<file path="config.mk">
export PLATFORM = sky130hd
export DESIGN_NAME = nau_fifo
export DESIGN_NICKNAME = d
export VERILOG_FILES = /design/src/nau_pkg.sv /design/src/nau_fifo.sv
export SDC_FILE = /design/constraint.sdc
export NUM_CORES = 1
export LEC_CHECK = 0
export BUFFER_PORTS_ARGS = -buffer_cell sky130_fd_sc_hd__buf_2
export CORE_MARGIN = 1
export CORE_UTILIZATION = 52
export DETAILED_ROUTE_END_ITERATION = 7
export GPL_TIMING_DRIVEN = 0
export PLACE_DENSITY = 0.87
export SETUP_SLACK_MARGIN = 0.02
export SLEW_MARGIN = 25
export SYNTH_ARGS = -nofsm -noshare
export SYNTH_HDL_FRONTEND = slang
export SYNTH_SLANG_ARGS = --single-unit
</file>
<file path="constraint.sdc">
create_clock -name clk -period 3.7 [get_ports clk]
set_input_delay 0.925 -clock clk [delete_from_list [all_inputs] [get_ports clk]]
set_output_delay 0.925 -clock clk [all_outputs]
set_load 0.005 [all_outputs]
</file>
<file path="src/nau_pkg.sv">
package nau_pkg;

  // Default sizes
  localparam int NUM_FEATURE_ROWS = 1024;
  localparam int DATA_LANES       = 512;
  localparam int PSQT_LANES       = 8;
  localparam int NUM_ACCUMULATORS = 2;
  localparam int LANES_PER_CYCLE  = 16;

  // Fixed port widths
  localparam int CMD_W     = 3;
  localparam int COUNT_W   = 2;
  localparam int ROW_IDX_W = 10;
  localparam int LANE_W    = 10;
  localparam int VALUE_W   = 16;
  localparam int RESULT_W  = 32;

  localparam int MAX_TERMS  = 4;
  localparam int TERM_IDX_W = 2;
  localparam int NT_W       = 3;
  localparam int MAX_COUNT  = 2;

  // Command codes on the input port
  localparam logic [CMD_W-1:0] CMD_LOAD_WEIGHT = 3'd0;
  localparam logic [CMD_W-1:0] CMD_LOAD_BIAS   = 3'd1;
  localparam logic [CMD_W-1:0] CMD_RESET       = 3'd2;
  localparam logic [CMD_W-1:0] CMD_UPDATE      = 3'd3;
  localparam logic [CMD_W-1:0] CMD_READ        = 3'd4;

  typedef enum logic [2:0] {
    OP_LOAD_WEIGHT,
    OP_LOAD_BIAS,
    OP_RESET,
    OP_UPDATE,
    OP_READ,
    OP_NONE
  } op_t;

  typedef struct packed {
    logic [ROW_IDX_W-1:0] row;
    logic                 neg;
  } term_t;

  // Decoded command word passed from front to back
  typedef struct packed {
    op_t                         op;
    logic                        sel;
    logic                        active;
    logic [NT_W-1:0]             num_terms;
    term_t [MAX_TERMS-1:0]       terms;
    logic [ROW_IDX_W-1:0]        row;
    logic [LANE_W-1:0]           lane;
    logic [LANE_W-1:0]           chunk;
    logic [LANE_W-1:0]           offset;
    logic [VALUE_W-1:0]          value;
  } job_t;

  typedef struct packed {
    logic [RESULT_W-1:0] value;
    logic                is_read;
  } result_t;

  typedef enum logic [1:0] {
    F_IDLE,
    F_PUSH
  } front_state_t;

  typedef enum logic [3:0] {
    B_IDLE,
    B_LOAD_RD,
    B_LOAD_WR,
    B_RESET_RUN,
    B_RESET_END,
    B_UPD_RUN,
    B_UPD_END,
    B_READ_RD,
    B_READ_GET,
    B_RESULT
  } back_state_t;

  function automatic int clog2_min1(input int n);
    return (n > 1) ? $clog2(n) : 1;
  endfunction

endpackage

</file>
<file path="src/nau_fifo.sv">
module nau_fifo #(
  parameter int WIDTH = 8,
  parameter int DEPTH = 2
) (
  input  logic             clk,
  input  logic             rst,
  input  logic             push,
  input  logic [WIDTH-1:0] wdata,
  output logic             full,
  input  logic             pop,
  output logic [WIDTH-1:0] rdata,
  output logic             empty
);

  localparam int PTR_W = nau_pkg::clog2_min1(DEPTH);
  localparam int CNT_W = $clog2(DEPTH + 1);

  logic [WIDTH-1:0] slots [DEPTH];
  logic [PTR_W-1:0] wr_ptr;
  logic [PTR_W-1:0] rd_ptr;
  logic [CNT_W-1:0] count;
  logic             do_push;
  logic             do_pop;

  assign full    = (count == CNT_W'(DEPTH));
  assign empty   = (count == '0);
  assign do_push = push && !full;
  assign do_pop  = pop && !empty;
  assign rdata   = slots[rd_ptr];

  always_ff @(posedge clk) begin
    if (do_push) begin
      slots[wr_ptr] <= wdata;
    end
  end

  always_ff @(posedge clk) begin
    if (rst) begin
      wr_ptr <= '0;
      rd_ptr <= '0;
      count  <= '0;
    end else begin
      if (do_push) begin
        wr_ptr <= (wr_ptr == PTR_W'(DEPTH - 1)) ? '0 : wr_ptr + 1'b1;
      end
      if (do_pop) begin
        rd_ptr <= (rd_ptr == PTR_W'(DEPTH - 1)) ? '0 : rd_ptr + 1'b1;
      end
      if (do_push && !do_pop) begin
        count <= count + 1'b1;
      end else if (do_pop && !do_push) begin
        count <= count - 1'b1;
      end
    end
  end

  a_count_bound: assert property (@(posedge clk) disable iff (rst)
    count <= CNT_W'(DEPTH))
    else $error("fifo count beyond depth");

  a_no_push_full: assert property (@(posedge clk) disable iff (rst)
    !(push && full))
    else $error("word pushed into full fifo");

endmodule

</file>
==> results.cfg <==
[detailed_routing]
wl_per_cell_microns = 15.5
drt_iter0_drc = 13
vias = 486
drt_wl_total_microns = 1400
viasPerCell = 5.40
drtPass1Iterations = 4
drc_errors = 0
ant_nets = 0

[clocking]
cts_buffer_depth = 2
htreeDepth = 1
clkSlewWorstSetupHoldPaths_ps = 100
numClockSinks = 21
cts_buffers = 3
cts_tree = done
cts_repair_resize_count = 0
post_cts_buffers = 0
cts-root-buf = clkbuf_4
hold_buffers = 0
clk_latency_ps = 300

[die]
dieWidth_microns = 41.1
io_pins = 22
die_h_microns = 41.1
core-area_sq_um = 1370
rows = 13
die_area_sq_um = 1690
start_util = 0.581

[global_routing]
track_usage = 0.205
grt_max_degree = 13
grt_pass1_vias = 493
grt.overflow.total = 0
antenna_found_initial = 0
grt_pass1_wl_microns = 2080

[critical_path]
cp-endpoint = rdata[6]
regToRegEndpoint = count[1]
crit_fanout = 8
critPathRequiredTime_ps = 2770
regToRegSetupSlack_ps = 2070
cp-start-kind = flip-flop
arrival_ps = 1320
r2r_start = count[0]
crit_type = reg -> out
rr_worst_depth = 4
cp-end-kind = primary output

[placement]
io_buffers = 21
place_ws_ps = 1600
post_dp_cell_area_sq_um = 917
hpwlAfterDp_microns = 982
place.gp.congestion = 0.652
placed_cells = 86

[synthesis]
syn_nets = 63
syn_avg_cell_area_sq_um = 15.9
ys_warn_count = 0
synth_top_area_share = 0.606
netlist_instances = 50
yosysSeqAreaShare = 0.732
yosys_register_bits = 21
synth_area_leaders = edfxtp_1, dfxtp_1, mux2_2, xor2_1, nor2_1
synth_area_sq_um = 793
synth_cell_types = 13
synth.largest_area_cell = edfxtp_1

[timing]
worst_slew_pin_slew_ps = 366
drv_slew = 0
final.setup.tns_ps = 0
relSlewSlack = 0.753
rsz0062_at_grt = false
setup_viol = 0
setup_ws_ps = 1460
period_needed_ps = 2240
fin_crit_sh = 0.607
skew_ps = 11.9
hold_viol = 0
fmax_mhz = 445

[final_layout]
drive_gt1_frac = 0.467
final_common_cell = buf_2
fin_nets = 89
diodes = 0
final_cell_area_sq_um = 945
instances_no_fill = 90
final_cell_mix = buf_2, edfxtp_1, mux2_2, nor2_1, dfxtp_1
syn2layout_area_growth_pct = 19.1
fillers = 102

[outcome]
outcome = complete, no violations

[pwr]
peakVddDrop_v = 0.000440
power_density_nw_per_um2 = 655
leakagePower_nw = 0.386

[flow_run]
cap_viol_max_count = 0

[min_path]
hold_class = reg -> reg
flip-flops by register name, indices dropped and copies added (netlist names), named ones only:
| register | cells |
|---|---|
| wr_ptr | 1 |
| slots | 16 |
| count | 2 |
| rd_ptr | 1 |
cell families after synthesis:
logic type      after synthesis  share of synthesized area
mux                           8                      0.114
flops                        21                      0.732
buf+inv                       3                     0.0158
simple gates                  9                     0.0584
xor+xnor                      3                     0.0331
fa+ha+maj                     1                     0.0158
compound gates                5                     0.0315
area by class of cell:
cell class / count / area (sq um) / area share
buffer: 1 / 5.00 / 0.00530
clock buffer: 3 / 22.5 / 0.0238
clock inverter: 1 / 5.00 / 0.00530
inverter: 2 / 7.51 / 0.00795
multi-input combinational: 26 / 200 / 0.212
sequential: 21 / 581 / 0.615
tap: 15 / 18.8 / 0.0199
timing repair buffer: 21 / 105 / 0.111
where the power goes:
part | total (W) | switching, W | internal [W] | leakage (nW)
clock network | 0.000108 | 0.0000681 | 0.0000403 | 0.0177
logic | 0.000188 | 0.0000936 | 0.0000944 | 0.177
registers | 0.000323 | 0.0000218 | 0.000301 | 0.191
layer usage:
metal | vias up | GRT usage | share of wire
met3 | 2 | 0.0326 | 0.044
met4 | 0 | 0.142 | 0.0086
met1 | 230 | 0.216 | 0.38
met5 | - | 0 | 0
li1 | 230 | - | -
met2 | 24 | 0.367 | 0.56
worst min-delay path by stage:
stage          startpoint      to  slack [ps]  cells past startpoint
6_report           wr_ptr  wr_ptr         510                      2
5_1_grt            wr_ptr  wr_ptr         550                      2
4_1_cts            wr_ptr  wr_ptr         510                      2
3_5_place_dp       wr_ptr  wr_ptr         490                      2
3_3_place_gp       wr_ptr  wr_ptr         470                      2
2_1_floorplan      wr_ptr  wr_ptr         450                      2
stage by stage:
step | total power [W] | hold WS [ps] | util
final | 0.000619 | 511 | 0.691
after global routing | 0.000660 | 550 | 0.691
after floorplan | 0.000444 | 452 | -
after detailed placement | 0.000516 | 491 | 0.671
after CTS | 0.000622 | 506 | 0.691
after global placement | 0.000500 | 466 | 0.671
cell usage after synthesis:
| cell | number |
|---|---|
| edfxtp_1 | 16 |
| mux2_2 | 8 |
| dfxtp_1 | 5 |
| nor2_1 | 5 |
| o21ai_0 | 3 |
| xor2_1 | 3 |
| a21oi_1 | 2 |
| inv_1 | 2 |
| or3_1 | 2 |
| and2_1 | 1 |
| buf_2 | 1 |
| ha_1 | 1 |
| nor2b_2 | 1 |
worst max-delay path, cell delays in order (launching register included):
cell and delay, ps:
dfxtp_1 320, buf_2 210, mux2_2 360, buf_2 130
Note: power is estimated with default switching activity, not from simulation.
