`src/nau_pkg.sv`:
```
package nau_pkg;

  // Default sizes
  localparam int NUM_FEATURE_ROWS = 1024;
  localparam int DATA_LANES       = 512;
  localparam int PSQT_LANES       = 8;
  localparam int NUM_ACCUMULATORS = 2;
  localparam int LANES_PER_CYCLE  = 16;

  // Fixed port widths
  localparam int CMD_W     = 3;
  localparam int COUNT_W   = 2;
  localparam int ROW_IDX_W = 10;
  localparam int LANE_W    = 10;
  localparam int VALUE_W   = 16;
  localparam int RESULT_W  = 32;

  localparam int MAX_TERMS  = 4;
  localparam int TERM_IDX_W = 2;
  localparam int NT_W       = 3;
  localparam int MAX_COUNT  = 2;

  // Command codes on the input port
  localparam logic [CMD_W-1:0] CMD_LOAD_WEIGHT = 3'd0;
  localparam logic [CMD_W-1:0] CMD_LOAD_BIAS   = 3'd1;
  localparam logic [CMD_W-1:0] CMD_RESET       = 3'd2;
  localparam logic [CMD_W-1:0] CMD_UPDATE      = 3'd3;
  localparam logic [CMD_W-1:0] CMD_READ        = 3'd4;

  typedef enum logic [2:0] {
    OP_LOAD_WEIGHT,
    OP_LOAD_BIAS,
    OP_RESET,
    OP_UPDATE,
    OP_READ,
    OP_NONE
  } op_t;

  typedef struct packed {
    logic [ROW_IDX_W-1:0] row;
    logic                 neg;
  } term_t;

  // Decoded command word passed from front to back
  typedef struct packed {
    op_t                         op;
    logic                        sel;
    logic                        active;
    logic [NT_W-1:0]             num_terms;
    term_t [MAX_TERMS-1:0]       terms;
    logic [ROW_IDX_W-1:0]        row;
    logic [LANE_W-1:0]           lane;
    logic [LANE_W-1:0]           chunk;
    logic [LANE_W-1:0]           offset;
    logic [VALUE_W-1:0]          value;
  } job_t;

  typedef struct packed {
    logic [RESULT_W-1:0] value;
    logic                is_read;
  } result_t;

  typedef enum logic [1:0] {
    F_IDLE,
    F_PUSH
  } front_state_t;

  typedef enum logic [3:0] {
    B_IDLE,
    B_LOAD_RD,
    B_LOAD_WR,
    B_RESET_RUN,
    B_RESET_END,
    B_UPD_RUN,
    B_UPD_END,
    B_READ_RD,
    B_READ_GET,
    B_RESULT
  } back_state_t;

  function automatic int clog2_min1(input int n);
    return (n > 1) ? $clog2(n) : 1;
  endfunction

endpackage

```
`src/nau_front.sv`:
```
module nau_front #(
  parameter int NUM_FEATURE_ROWS = nau_pkg::NUM_FEATURE_ROWS,
  parameter int NUM_ACCUMULATORS = nau_pkg::NUM_ACCUMULATORS,
  parameter int ROW_LANES        = nau_pkg::DATA_LANES + nau_pkg::PSQT_LANES,
  parameter int LANES_PER_CYCLE  = nau_pkg::LANES_PER_CYCLE
) (
  input  logic                                 clk,
  input  logic                                 rst,
  input  logic                                 push,
  output logic                                 full,
  input  logic [nau_pkg::CMD_W-1:0]            command,
  input  logic                                 acc_select,
  input  logic [nau_pkg::COUNT_W-1:0]          add_count,
  input  logic [nau_pkg::COUNT_W-1:0]          sub_count,
  input  logic [nau_pkg::ROW_IDX_W-1:0]        add_feature_a,
  input  logic [nau_pkg::ROW_IDX_W-1:0]        add_feature_b,
  input  logic [nau_pkg::ROW_IDX_W-1:0]        sub_feature_a,
  input  logic [nau_pkg::ROW_IDX_W-1:0]        sub_feature_b,
  input  logic [nau_pkg::ROW_IDX_W-1:0]        weight_row,
  input  logic [nau_pkg::LANE_W-1:0]           lane,
  input  logic [nau_pkg::VALUE_W-1:0]          load_value,
  output nau_pkg::job_t                        job,
  output logic                                 job_push,
  input  logic                                 job_full
);

  localparam int LW     = nau_pkg::LANE_W;
  // lane / LANES_PER_CYCLE as a multiply by the rounded-up reciprocal;
  // exact for every LW-bit lane with this shift
  localparam int DIV_SH = LW + $clog2(LANES_PER_CYCLE);
  localparam int RECIP  = ((1 << DIV_SH) + LANES_PER_CYCLE - 1) / LANES_PER_CYCLE;
  localparam int PROD_W = DIV_SH + LW;

  nau_pkg::front_state_t state, state_next;

  logic [nau_pkg::CMD_W-1:0]     cmd_r;
  logic                          sel_r;
  logic [nau_pkg::COUNT_W-1:0]   addc_r;
  logic [nau_pkg::COUNT_W-1:0]   subc_r;
  logic [nau_pkg::ROW_IDX_W-1:0] add_a_r;
  logic [nau_pkg::ROW_IDX_W-1:0] add_b_r;
  logic [nau_pkg::ROW_IDX_W-1:0] sub_a_r;
  logic [nau_pkg::ROW_IDX_W-1:0] sub_b_r;
  logic [nau_pkg::ROW_IDX_W-1:0] row_r;
  logic [LW-1:0]                 lane_r;
  logic [nau_pkg::VALUE_W-1:0]   value_r;

  logic [PROD_W-1:0] quot_prod;
  logic [PROD_W-1:0] back_prod;
  logic [LW-1:0]     chunk;
  logic [LW-1:0]     rem;

  logic accept;

  assign accept    = push && !full;
  assign full      = (state != nau_pkg::F_IDLE);
  assign quot_prod = PROD_W'(lane_r) * PROD_W'(RECIP);
  assign chunk     = quot_prod[DIV_SH +: LW];
  assign back_prod = PROD_W'(chunk) * PROD_W'(LANES_PER_CYCLE);
  assign rem       = lane_r - back_prod[LW-1:0];

  always_ff @(posedge clk) begin
    if (rst) begin
      state <= nau_pkg::F_IDLE;
    end else begin
      state <= state_next;
    end
  end

  always_ff @(posedge clk) begin
    if (accept) begin
      cmd_r   <= command;
      sel_r   <= acc_select;
      addc_r  <= add_count;
      subc_r  <= sub_count;
      add_a_r <= add_feature_a;
      add_b_r <= add_feature_b;
      sub_a_r <= sub_feature_a;
      sub_b_r <= sub_feature_b;
      row_r   <= weight_row;
      lane_r  <= lane;
      value_r <= load_value;
    end
  end

  always_comb begin
    state_next = state;
    job_push   = 1'b0;
    case (state)
      nau_pkg::F_IDLE: begin
        if (accept) state_next = nau_pkg::F_PUSH;
      end
      nau_pkg::F_PUSH: begin
        job_push = !job_full;
        if (!job_full) state_next = nau_pkg::F_IDLE;
      end
      default: state_next = nau_pkg::F_IDLE;
    endcase
  end

  // decode
  logic [nau_pkg::COUNT_W-1:0]   add_n;
  logic [nau_pkg::COUNT_W-1:0]   sub_n;
  nau_pkg::term_t [nau_pkg::MAX_TERMS-1:0] cand;
  logic [nau_pkg::MAX_TERMS-1:0] cand_v;
  nau_pkg::term_t [nau_pkg::MAX_TERMS-1:0] terms;
  logic [nau_pkg::NT_W-1:0]      nt;
  logic                          sel_ok;
  logic                          lane_ok;
  logic                          row_ok;

  always_comb begin
    add_n = (addc_r > nau_pkg::COUNT_W'(nau_pkg::MAX_COUNT))
            ? nau_pkg::COUNT_W'(nau_pkg::MAX_COUNT) : addc_r;
    sub_n = (subc_r > nau_pkg::COUNT_W'(nau_pkg::MAX_COUNT))
            ? nau_pkg::COUNT_W'(nau_pkg::MAX_COUNT) : subc_r;
    cand[0] = '{row: add_a_r, neg: 1'b0};
    cand[1] = '{row: add_b_r, neg: 1'b0};
    cand[2] = '{row: sub_a_r, neg: 1'b1};
    cand[3] = '{row: sub_b_r, neg: 1'b1};
    cand_v[0] = (add_n >= 2'd1) && (32'(add_a_r) < NUM_FEATURE_ROWS);
    cand_v[1] = (add_n >= 2'd2) && (32'(add_b_r) < NUM_FEATURE_ROWS);
    cand_v[2] = (sub_n >= 2'd1) && (32'(sub_a_r) < NUM_FEATURE_ROWS);
    cand_v[3] = (sub_n >= 2'd2) && (32'(sub_b_r) < NUM_FEATURE_ROWS);
    // pack live terms to the front; rows out of range add nothing
    terms = '0;
    nt    = '0;
    for (int i = 0; i < nau_pkg::MAX_TERMS; i++) begin
      if (cand_v[i]) begin
        terms[nt[nau_pkg::TERM_IDX_W-1:0]] = cand[i];
        nt = nt + 1'b1;
      end
    end
    sel_ok  = (32'(sel_r) < NUM_ACCUMULATORS);
    lane_ok = (32'(lane_r) < ROW_LANES);
    row_ok  = (32'(row_r) < NUM_FEATURE_ROWS);

    job.sel       = sel_r;
    job.num_terms = nt;
    job.terms     = terms;
    job.row       = row_r;
    job.lane      = lane_r;
    job.chunk     = chunk;
    job.offset    = rem;
    job.value     = value_r;
    case (cmd_r)
      nau_pkg::CMD_LOAD_WEIGHT: begin
        job.op     = nau_pkg::OP_LOAD_WEIGHT;
        job.active = row_ok && lane_ok;
      end
      nau_pkg::CMD_LOAD_BIAS: begin
        job.op     = nau_pkg::OP_LOAD_BIAS;
        job.active = lane_ok;
      end
      nau_pkg::CMD_RESET: begin
        job.op     = nau_pkg::OP_RESET;
        job.active = sel_ok;
      end
      nau_pkg::CMD_UPDATE: begin
        job.op     = nau_pkg::OP_UPDATE;
        job.active = sel_ok && (nt != '0);
      end
      nau_pkg::CMD_READ: begin
        job.op     = nau_pkg::OP_READ;
        job.active = sel_ok && lane_ok;
      end
      default: begin
        job.op     = nau_pkg::OP_NONE;
        job.active = 1'b0;
      end
    endcase
  end

  a_rem_range: assert property (@(posedge clk) disable iff (rst)
    state == nau_pkg::F_PUSH |-> 32'(rem) < LANES_PER_CYCLE)
    else $error("lane remainder not below lanes per cycle");

endmodule

```
`config.mk`:
```
export PLATFORM = sky130hd
export DESIGN_NAME = nau_front
export DESIGN_NICKNAME = d
export VERILOG_FILES = /design/src/nau_pkg.sv /design/src/nau_front.sv
export SDC_FILE = /design/constraint.sdc
export NUM_CORES = 1
export LEC_CHECK = 0
export ABC_AREA = 1
export BUFFER_PORTS_ARGS = -buffer_cell sky130_fd_sc_hd__clkbuf_2
export CORE_MARGIN = 1
export CORE_UTILIZATION = 41
export CTS_BUF_LIST = sky130_fd_sc_hd__clkbuf_2
export DETAILED_ROUTE_END_ITERATION = 12
export PLACE_DENSITY = 0.87
export SETUP_SLACK_MARGIN = 0.5
export SLEW_MARGIN = 20
export SYNTH_ARGS = -nofsm -noshare
export SYNTH_HDL_FRONTEND = slang
export SYNTH_SLANG_ARGS = --single-unit
```
`constraint.sdc`:
```
create_clock -name clk -period 5.5 [get_ports clk]
set_clock_uncertainty 0.1 [all_clocks]
set_input_delay 1.1 -clock clk [delete_from_list [all_inputs] [get_ports clk]]
set_output_delay 1.1 -clock clk [all_outputs]
set_load 0.1 [all_outputs]
```
==> impl_metrics.ini, run 1 <==
[status]
status = completed

[critical_path]
crit_path_max_incr_delay_ns = 0.89
crit_chain = inv_2 -> nand2_4 -> inv_2 -> nand2_2 -> nand2_2 -> ha_1 -> nand2_2 -> nand3_1 -> o21ai_1 -> clkbuf_2
path_max_fanout = 24
timing.rr.start = state[0]
endpoint = job[85]
cp.arrival_ns = 3.16
start_kind = flip-flop
crit_slowest_cell = edfxtp_1
rrSetupSlack_ns = 3.89
rr_worst_depth = 2
cp.required_ns = 4.30
r2r-end = sub_a_r[7]
crit_start = addc_r[1]
end_kind = output pin
crit_top_cell = nand2_2
worstSetupPathType = reg2out

[synthesis]
synthFlopType = edfxtp_1
synth_simple_gate_area_share_pct = 12.2
ys_warn_count = 0
ys_top_cells_by_area = edfxtp_1 (72%), nand2_1 (5.8%), buf_4 (4.9%)
synth-adder-area-share_pct = 0.712
synth-compound-area-share_pct = 6.05
yosys.cell_count.top_type = edfxtp_1
synth_top_family_by_area = simple AND/OR/NAND/NOR gates
yosysSeqAreaShare_pct = 72.3
synthMuxAreaShare_pct = 0
synth-edff-count = 84
syn_inst = 283
synth_common_cells = edfxtp_1 (84), nand2_1 (54), nor2_1 (29), buf_4 (23)
synthXorXnorAreaFrac_pct = 0
netlist.area_leader.share_pct = 71.7
async_flop_share_pct = 0
synth_seq_cells = 85
synth_area_mm2 = 0.00352
synth.distinct_cells = 22
yosys.area.top_type = edfxtp_1
syn_area_per_cell_um2 = 12.4

[placement]
dpl.hpwl_mm = 6.61
routabilityCongestion = 0.777
numPortBuffers = 187
dp_worst_setup_slack_ns = 1.75

[sta]
fin_crit_sh_pct = 79.3
finalHoldViolations = 0
drv_slew = 0
slew_headroom_pct = 50.7
tns_ns = 0
achievable-frequency_ghz = 0.229
fin_ws_ns = 1.14
rsz0062_at_grt = false
tightest_slew_ns = 0.739
setup_viol = 0
hold_slack_ns = 0.463
finalCriticalPeriod_ns = 4.36

[die]
row_count = 33
die_h_um = 94.6
ios = 198
core_area_mm2 = 0.00826
dieArea_mm2 = 0.00895
die_w_um = 94.6
initial_core_util_pct = 42.6

[clock_tree]
clk_path_buf_depth = 2
clk_pin_slew_worst_paths_ns = 0.26
cts_setup_buffers = 0
worst_skew_pair.late_latency_ns = 0.51
ctsResizeCount = 0
cts_buffers = 9
cts_hold_buf = 0
cts-root-buf = clkbuf_2
cts_tree = built
h-tree-depth = 3
clock_sinks = 85

[grt]
met3_usage_pct = 5.64
grt_use_met2_pct = 33.4
grt_overflow = 0
grt_use_met1_pct = 21.2
top_usage_layer = met2
first_global_vias = 2592
grt_pass1_wl_mm = 12.6
grt_max_degree = 41
antenna_found_initial = 0
grtUsageTotal_pct = 19.2

[final_layout]
syn_to_final_growth_pct = 30.9
nNetsFinal = 550
drive_gt1_share_pct = 47.1
finish.utilization_pct = 55.7
nFillCells = 709
antennaDiodeCount = 0

[routing]
postRouteAntennaNets = 0
via_count = 2674
wire_per_inst_um = 14.8
detail_route.first_pass.iterations = 6
drt_iter0_drc = 102
vias_per_cell = 4.69
routed_wl_mm = 8.44
drcViolationCount = 0

[worst_hold_path]
hold_path_startpoint = state[0]
min_path_type = reg2reg

[run]
maxCapViolCount = 0

[power]
powerDensity_mw_per_mm2 = 389
ir_worst_vdd_v = 0.000271
p_leak_nw = 2.16
kinds of logic (layout without fill, tap and decap cells):
kind of cell    after synthesis  after routing
fa+ha+maj                     2              2
compound gates               38             38
other cells                   1             10
simple gates                101            101
buf+inv                      56            229
flops                        85             85
critical path: cells and delay by family, from the launching register on:
kind                       cells  cell delay (ns)
adders and majority gates      1             0.21
and+or+nand+nor                5             0.69
buffers and inverters          3             0.73
AOI/OAI and AO/OA              1             0.11
DFF                            1             0.89
report_power, final:
part           switching, mW  total, mW  internal, mW
logic                  0.499      0.572        0.0737
registers             0.0246      0.784         0.760
clock network          0.230      0.435         0.205
total                  0.753       1.79          1.04
area by class of cell:
type,count,area [um^2],area share [%]
tap,105,131,2.85
sequential,85,2540,55.2
multi-input combinational,151,713,15.5
clock inverter,7,130,2.83
timing repair buffer,189,951,20.7
inverter,24,90.1,1.96
clock buffer,9,45.0,0.979
flip-flops by register name, summed over array words and instances, names as in the netlist:
signal and flops:
add_b_r 10, lane_r 10, cmd_r 3, value_r 16, state 1, add_a_r 10
subc_r 2, addc_r 2, sel_r 1, row_r 10, sub_a_r 10, sub_b_r 10
metrics by stage:
step / area (um^2) / std cells / power [mW]
after floorplan: 3550 / 292 / 1.28
after global placement: 4430 / 554 / 1.37
after detailed placement: 4430 / 554 / 1.37
after CTS: 4600 / 570 / 1.81
after global routing: 4600 / 570 / 1.85
final: 4600 / 570 / 1.79
cells in the final DEF (no fill, tap or decap):
master     netlist  routed
conb_1           1      10
buf_4           23       2
nand2_1         54      54
o2111ai_1        1       1
nor2_4           3       4
nand2_2          3       3
nand2_4          1       1
inv_2            5       5
o21ai_1          3       3
clkinv_4         0       1
nor2_1          29      28
a211oi_1         1       1
edfxtp_1        84      84
o21ai_0         19      19
clkbuf_2         0     196
a31oi_1         10      10
inv_1           19      19
inv_6            0       1
bufinv_16        0       3
nand3_1         11      11
ha_1             2       2
inv_8            0       2
dfxtp_1          1       1
a21oi_1          3       3
a21oi_2          1       1
routing by layer:
| layer | vias up | part of all wire [%] |
|---|---|---|
| met1 | 1229 | 38 |
| met3 | 19 | 7.4 |
| met4 | 0 | 2.2 |
| li1 | 1292 | - |
| met2 | 134 | 52 |
| met5 | - | 0 |
worst min-delay path by stage:
stage | endpoint | slack (ns) | depth (start not counted)
2_1_floorplan | state[0] | 0.85 | 2
3_3_place_gp | state[0] | 0.41 | 2
3_5_place_dp | state[0] | 0.44 | 2
4_1_cts | state[0] | 0.47 | 2
5_1_grt | state[0] | 0.50 | 2
6_report | state[0] | 0.46 | 2
Power figures use the tool's default switching activity.
==> inputs of run 2 (changes only) <==
--- a/config.mk
+++ b/config.mk
@@ -5,13 +5,13 @@
 export SDC_FILE = /design/constraint.sdc
 export NUM_CORES = 1
 export LEC_CHECK = 0
-export ABC_AREA = 1
+export ABC_AREA = 0
 export BUFFER_PORTS_ARGS = -buffer_cell sky130_fd_sc_hd__clkbuf_2
 export CORE_MARGIN = 1
-export CORE_UTILIZATION = 41
+export CORE_UTILIZATION = 45
 export CTS_BUF_LIST = sky130_fd_sc_hd__clkbuf_2
 export DETAILED_ROUTE_END_ITERATION = 12
-export PLACE_DENSITY = 0.87
+export PLACE_DENSITY = 0.91
 export SETUP_SLACK_MARGIN = 0.5
 export SLEW_MARGIN = 20
 export SYNTH_ARGS = -nofsm -noshare
==> constraint.sdc (replaced) <==
create_clock -name clk -period 4.4 [get_ports clk]
set_clock_uncertainty 0.1 [all_clocks]
set_input_delay 0.88 -clock clk [delete_from_list [all_inputs] [get_ports clk]]
set_output_delay 0.88 -clock clk [all_outputs]
set_load 0.1 [all_outputs]
==> run 2 against run 1 <==
Effect of this change: via count down 1.6%; power rose by 24%; sequential share of layout area down 1.4 points; worst hold slack worse by 0.099 ns; die area decreased by 9.4%; cell area rose by 2.6%; register-to-register slack got worse by 1.2 ns; cell count fell by 8.9%; core utilization increased by 8.3 points; clock-buffer cell count unchanged; flip-flop and latch count stayed put; highest routed layer unchanged; critical path depth stayed put.
==> impl_metrics.ini, run 2 <==
[routing]
detail_route.first_pass.iterations = 6
via_count = 2631
postRouteAntennaNets = 0
drcViolationCount = 0
drt_iter0_drc = 153
routed_wl_mm = 8.54
vias_per_cell = 5.07
wire_per_inst_um = 16.5

[clock_tree]
clk_path_buf_depth = 2
worst_skew_pair.late_latency_ns = 0.53
cts_buffers = 9
clock_sinks = 85
cts-root-buf = clkbuf_2
h-tree-depth = 3
cts_tree = built
clk_pin_slew_worst_paths_ns = 0.22
cts_hold_buf = 0

[sta]
slew_headroom_pct = 59.3
tightest_slew_ns = 0.611
fin_ws_ns = 0.640
finalHoldViolations = 0
achievable-frequency_ghz = 0.266
hold_slack_ns = 0.363
setup_viol = 0
finalCriticalPeriod_ns = 3.76
fin_crit_sh_pct = 85.5
drv_slew = 0
rsz0062_at_grt = true
tns_ns = 0

[die]
ios = 198
initial_core_util_pct = 47.4
die_w_um = 90.1
dieArea_mm2 = 0.00811
core_area_mm2 = 0.00737
die_h_um = 90.1
row_count = 31

[final_layout]
final_common_cell = clkbuf_2
finish.utilization_pct = 64.1
nNetsFinal = 505
fin_area_mm2 = 0.00472
syn_to_final_growth_pct = 35.3
largest_register_ffs = 16
regMostFlops = value_r
antennaDiodeCount = 0
most-common-layout-cells = clkbuf_2 (185), edfxtp_1 (84), nand2_1 (22)
drive_gt1_share_pct = 54.3

[critical_path]
path_max_fanout = 19
crit_chain = buf_4 -> or2_4 -> xor2_2 -> inv_1 -> ha_1 -> and2_4 -> a21oi_4 -> buf_12 -> a21oi_2 -> clkbuf_4
worstSetupPathType = reg2out
rr_worst_depth = 2
crit_path_max_incr_delay_ns = 0.41
timing.rr.start = state[0]
rrSetupSlack_ns = 2.69
r2r-end = add_a_r[7]
crit_slowest_cell = edfxtp_1
cp.required_ns = 3.42
cp.arrival_ns = 2.78
start_kind = flip-flop
end_kind = output pin

[synthesis]
synth_seq_cells = 85
yosysSeqAreaShare_pct = 72.9
yosys.area.top_type = edfxtp_1
syn_area_per_cell_um2 = 14.8
netlist.area_leader.share_pct = 72.3
synth_area_mm2 = 0.00349
synth_common_cells = edfxtp_1 (84), buf_4 (23), nand2_1 (23), a21oi_1 (21), nor2_1 (12)
syn_inst = 236
synth.distinct_cells = 31
ys_warn_count = 0
ys_top_cells_by_area = edfxtp_1 (72%), buf_4 (4.9%), a21oi_1 (3.0%)
synthFlopType = edfxtp_1
yosys.cell_count.top_type = edfxtp_1
synth-edff-count = 84
async_flop_share_pct = 0

[grt]
antenna_found_initial = 0
grt_overflow = 0
grtUsageTotal_pct = 20.6
grt_max_degree = 70
grt_pass1_wl_mm = 12.5
first_global_vias = 2448

[placement]
routabilityCongestion = 0.778
placed_cell_area_mm2 = 0.00452
numPortBuffers = 187
dp_worst_setup_slack_ns = 0.632
dpl.hpwl_mm = 6.47

[run]
maxCapViolCount = 0

[power]
powerDensity_mw_per_mm2 = 469
ir_worst_vdd_v = 0.000361
p_leak_nw = 2.12

[status]
status = completed

[worst_hold_path]
hold_depth = 2
hold_end = state[0]
min_path_type = in2reg
hold_path_startpoint = rst
[run 2: cell types whose count changed in the layout (fill, tap and decap cells not counted), sizes merged, moves of 7 or more]
cell / delta
a31oi: -10
buf: +12
a32oi: +10
a22o: +10
a21oi: +18
nand2: -35
nor2: -20
nand3: -11
and3: +10
inv: -21
o21ai: -18
clkbuf: -7
[run 2: final cells by class]
cell class / instances / area (um^2)
timing repair buffer: 194 / 1120
clock inverter: 7 / 97.6
sequential: 85 / 2540
tap: 99 / 124
fill: 566 / 2650
multi-input combinational: 121 / 782
inverter: 4 / 15.0
clock buffer: 9 / 45.0
[run 2: cells by family (layout without fill, tap and decap cells)]
kind of cell | count (synthesis) | after routing | share of synthesized area, %
fa+ha+maj | 2 | 2 | 0.717
buf+inv | 39 | 214 | 7.53
xor+xnor | 2 | 2 | 0.502
flops | 85 | 85 | 72.9
other cells | 1 | 10 | 0.107
simple gates | 56 | 56 | 7.96
compound gates | 51 | 51 | 10.3
[run 2: worst max path at each step]
stage,from,endpoint,slack [ns],depth (start not counted)
2_1_floorplan,addc_r[1],job[101],0.51,4
3_3_place_gp,subc_r[1],job[82],0.74,9
3_5_place_dp,subc_r[1],job[87],0.63,9
4_1_cts,subc_r[1],job[78],0.51,10
5_1_grt,subc_r[1],job[82],0.48,10
6_report,subc_r[1],job[87],0.64,10
[run 2: metal layers]
layer | wire (um) | share of wire, % | GRT usage [%]
met2 | 4270 | 50 | 35.1
met1 | 3210 | 38 | 24.3
met4 | 180 | 2.1 | 8.60
met5 | 0 | 0 | 0
met3 | 882 | 10 | 6.26
[run 2: repair_timing]
action                     CTS  global route
setup endpoints to repair   11            13
gates resized for setup      8             5
setup buffers                2             0
[run 2: worst max-delay path: cells and delay by family (launching register included)]
family	cells	cell delay [ns]
XOR/XNOR	1	0.19
flip-flops	1	0.41
adder cells (fa/ha/maj)	1	0.20
AO/OA/AOI/OAI	2	0.16
buffers and inverters	4	0.74
AND/OR/NAND/NOR	2	0.55
[run 2: where the power goes]
part           leakage (nW)  internal, mW  switching [mW]  total (mW)
Combinational          1.22         0.133           0.647       0.780
Clock                0.0805         0.191           0.268       0.460
Sequential            0.815         0.950          0.0261       0.976
[run 2: stage by stage]
stage | total power [mW] | cells
6_report | 2.22 | 519
5_1_grt | 2.28 | 519
4_1_cts | 2.22 | 519
3_5_place_dp | 1.76 | 501
3_3_place_gp | 1.75 | 501
2_1_floorplan | 1.63 | 245
==> inputs of run 3 (changes only) <==
--- a/config.mk
+++ b/config.mk
@@ -8,10 +8,10 @@
 export ABC_AREA = 0
 export BUFFER_PORTS_ARGS = -buffer_cell sky130_fd_sc_hd__clkbuf_2
 export CORE_MARGIN = 1
-export CORE_UTILIZATION = 45
+export CORE_UTILIZATION = 49
 export CTS_BUF_LIST = sky130_fd_sc_hd__clkbuf_2
 export DETAILED_ROUTE_END_ITERATION = 12
-export PLACE_DENSITY = 0.91
+export PLACE_DENSITY = 0.95
 export SETUP_SLACK_MARGIN = 0.5
 export SLEW_MARGIN = 20
 export SYNTH_ARGS = -nofsm -noshare
==> constraint.sdc (replaced) <==
create_clock -name clk -period 4.7 [get_ports clk]
set_clock_uncertainty 0.1 [all_clocks]
set_input_delay 0.94 -clock clk [delete_from_list [all_inputs] [get_ports clk]]
set_output_delay 0.94 -clock clk [all_outputs]
set_load 0.1 [all_outputs]
==> run 3 against run 2 <==
Effect of this change: cell count fell by 0.39%; critical path depth fell by 3; cell area fell by 3.2%; flip-flop and latch count did not move; critical path type unchanged; critical endpoint is now job[84]; largest power group unchanged.
==> impl_metrics.ini, run 3 (synthesis results as in run 2) <==
[status]
status = completed

[die]
initial_core_util_pct = 51.1
dieArea_mm2 = 0.00746
ios = 198
row_count = 30
die_w_um = 86.4
core_area_mm2 = 0.00683
die_h_um = 86.4

[clock_tree]
h-tree-depth = 3
worst_skew_pair.late_latency_ns = 0.50
clk_pin_slew_worst_paths_ns = 0.24
cts_tree = built
cts-root-buf = clkbuf_2
clock_sinks = 85
clk_path_buf_depth = 2
cts_buffers = 9

[critical_path]
rrSetupSlack_ns = 2.76
rr_worst_depth = 2
start_kind = flip-flop
timing.rr.start = state[0]
worstSetupPathType = reg2out
path_max_fanout = 11
cp.required_ns = 3.66
end_kind = output pin
cp.arrival_ns = 2.97
r2r-end = row_r[4]

[final_layout]
finish.utilization_pct = 66.9
final_common_cell = clkbuf_2
nNetsFinal = 506
syn_to_final_growth_pct = 31.1
drive_gt1_share_pct = 53.7
antennaDiodeCount = 0
largest_register_ffs = 16
most-common-layout-cells = clkbuf_2 (187), edfxtp_1 (84), nand2_1 (23)
nFillCells = 517
regMostFlops = value_r

[grt]
grt_pass1_wl_mm = 12.4
grtUsageTotal_pct = 22.9
first_global_vias = 2526
grt_overflow = 0
grt_max_degree = 56
antenna_found_initial = 0

[sta]
slew_headroom_pct = 41.3
setup_viol = 0
finalHoldViolations = 0
tns_ns = 0
rsz0062_at_grt = false
fin_crit_sh_pct = 85.4
tightest_slew_ns = 0.879
finalCriticalPeriod_ns = 4.01
drv_slew = 0
achievable-frequency_ghz = 0.249

[routing]
postRouteAntennaNets = 0
via_count = 2622
detail_route.first_pass.iterations = 4
drt_iter0_drc = 210
drcViolationCount = 0
routed_wl_mm = 8.77
vias_per_cell = 5.07
wire_per_inst_um = 17.0

[worst_hold_path]
min_path_type = in2reg
hold_path_startpoint = rst
hold_end = state[0]
hold_depth = 2

[power]
power.total_mw = 1.95
p_leak_nw = 2.06
ir_worst_vdd_v = 0.000275
powerDensity_mw_per_mm2 = 426

[placement]
numPortBuffers = 187
routabilityCongestion = 0.880
dpl.hpwl_mm = 6.68

[run]
maxCapViolCount = 0
## run 3: changes by cell type in the layout (fill, tap and decap cells not counted), moves of 2 or more
cell	before	now
buf_12	8	1
bufinv_16	2	0
clkbuf_2	185	187
clkbuf_4	4	9
clkinvlp_4	1	4
## run 3: critical path, stage by stage (launching register included)
cell	delay (ns)
edfxtp_1	0.51
or2_1	0.39
xor2_1	0.22
inv_1	0.08
ha_1	0.17
and2_1	0.43
a32o_1	0.22
clkbuf_2	0.46
## run 3: what timing repair did
item,in CTS,in global routing
gates cloned,0,0
buffers inserted,2,2
hold buffers,0,0
endpoints found under the setup margin,11,11
gates resized for setup,11,1
## run 3: layer usage
layer | up-vias | global-route usage (%) | wire [um]
met2 | 172 | 39.8 | 4650
li1 | 1215 | - | -
met4 | 0 | 9.70 | 83
met1 | 1228 | 26.2 | 3070
met5 | - | 0 | 0
met3 | 7 | 7.05 | 975
## run 3: area by class of cell
cell class	instances	area [um^2]	share of cell area, %
clock inverters	6	47.5	1.04
flip-flops and latches	85	2540	55.6
well taps	96	120	2.63
repair buffers	195	1030	22.5
clock buffers	10	50.0	1.09
multi-input cells	121	767	16.8
inverters	4	15.0	0.328
## run 3: how the worst max path moves through the flow
stage                    from  endpoint  slack (ns)
detailed placement  subc_r[1]   job[78]        0.71
finish              subc_r[1]   job[84]        0.69
floorplan           addc_r[1]  job[101]        0.75
global route        subc_r[1]   job[85]        0.51
CTS                 subc_r[1]   job[78]        0.48
global placement    subc_r[1]   job[78]        0.83
## run 3: stage by stage
stage | cells | hold slack [ns] | instance area (um^2) | worst slack, ns
detailed placement | 497 | 0.486 | 4420 | 0.708
floorplan | 245 | 0.885 | 3560 | 0.753
finish | 517 | 0.457 | 4570 | 0.686
global placement | 497 | 0.445 | 4420 | 0.828
global route | 517 | 0.392 | 4570 | 0.506
CTS | 515 | 0.421 | 4560 | 0.481
## run 3: power by group
| part | total, mW | switching, mW | internal, mW |
|---|---|---|---|
| Clock | 0.324 | 0.249 | 0.0747 |
| Combinational | 0.708 | 0.600 | 0.108 |
| Sequential | 0.915 | 0.0257 | 0.890 |
| Total | 1.95 | 0.875 | 1.07 |
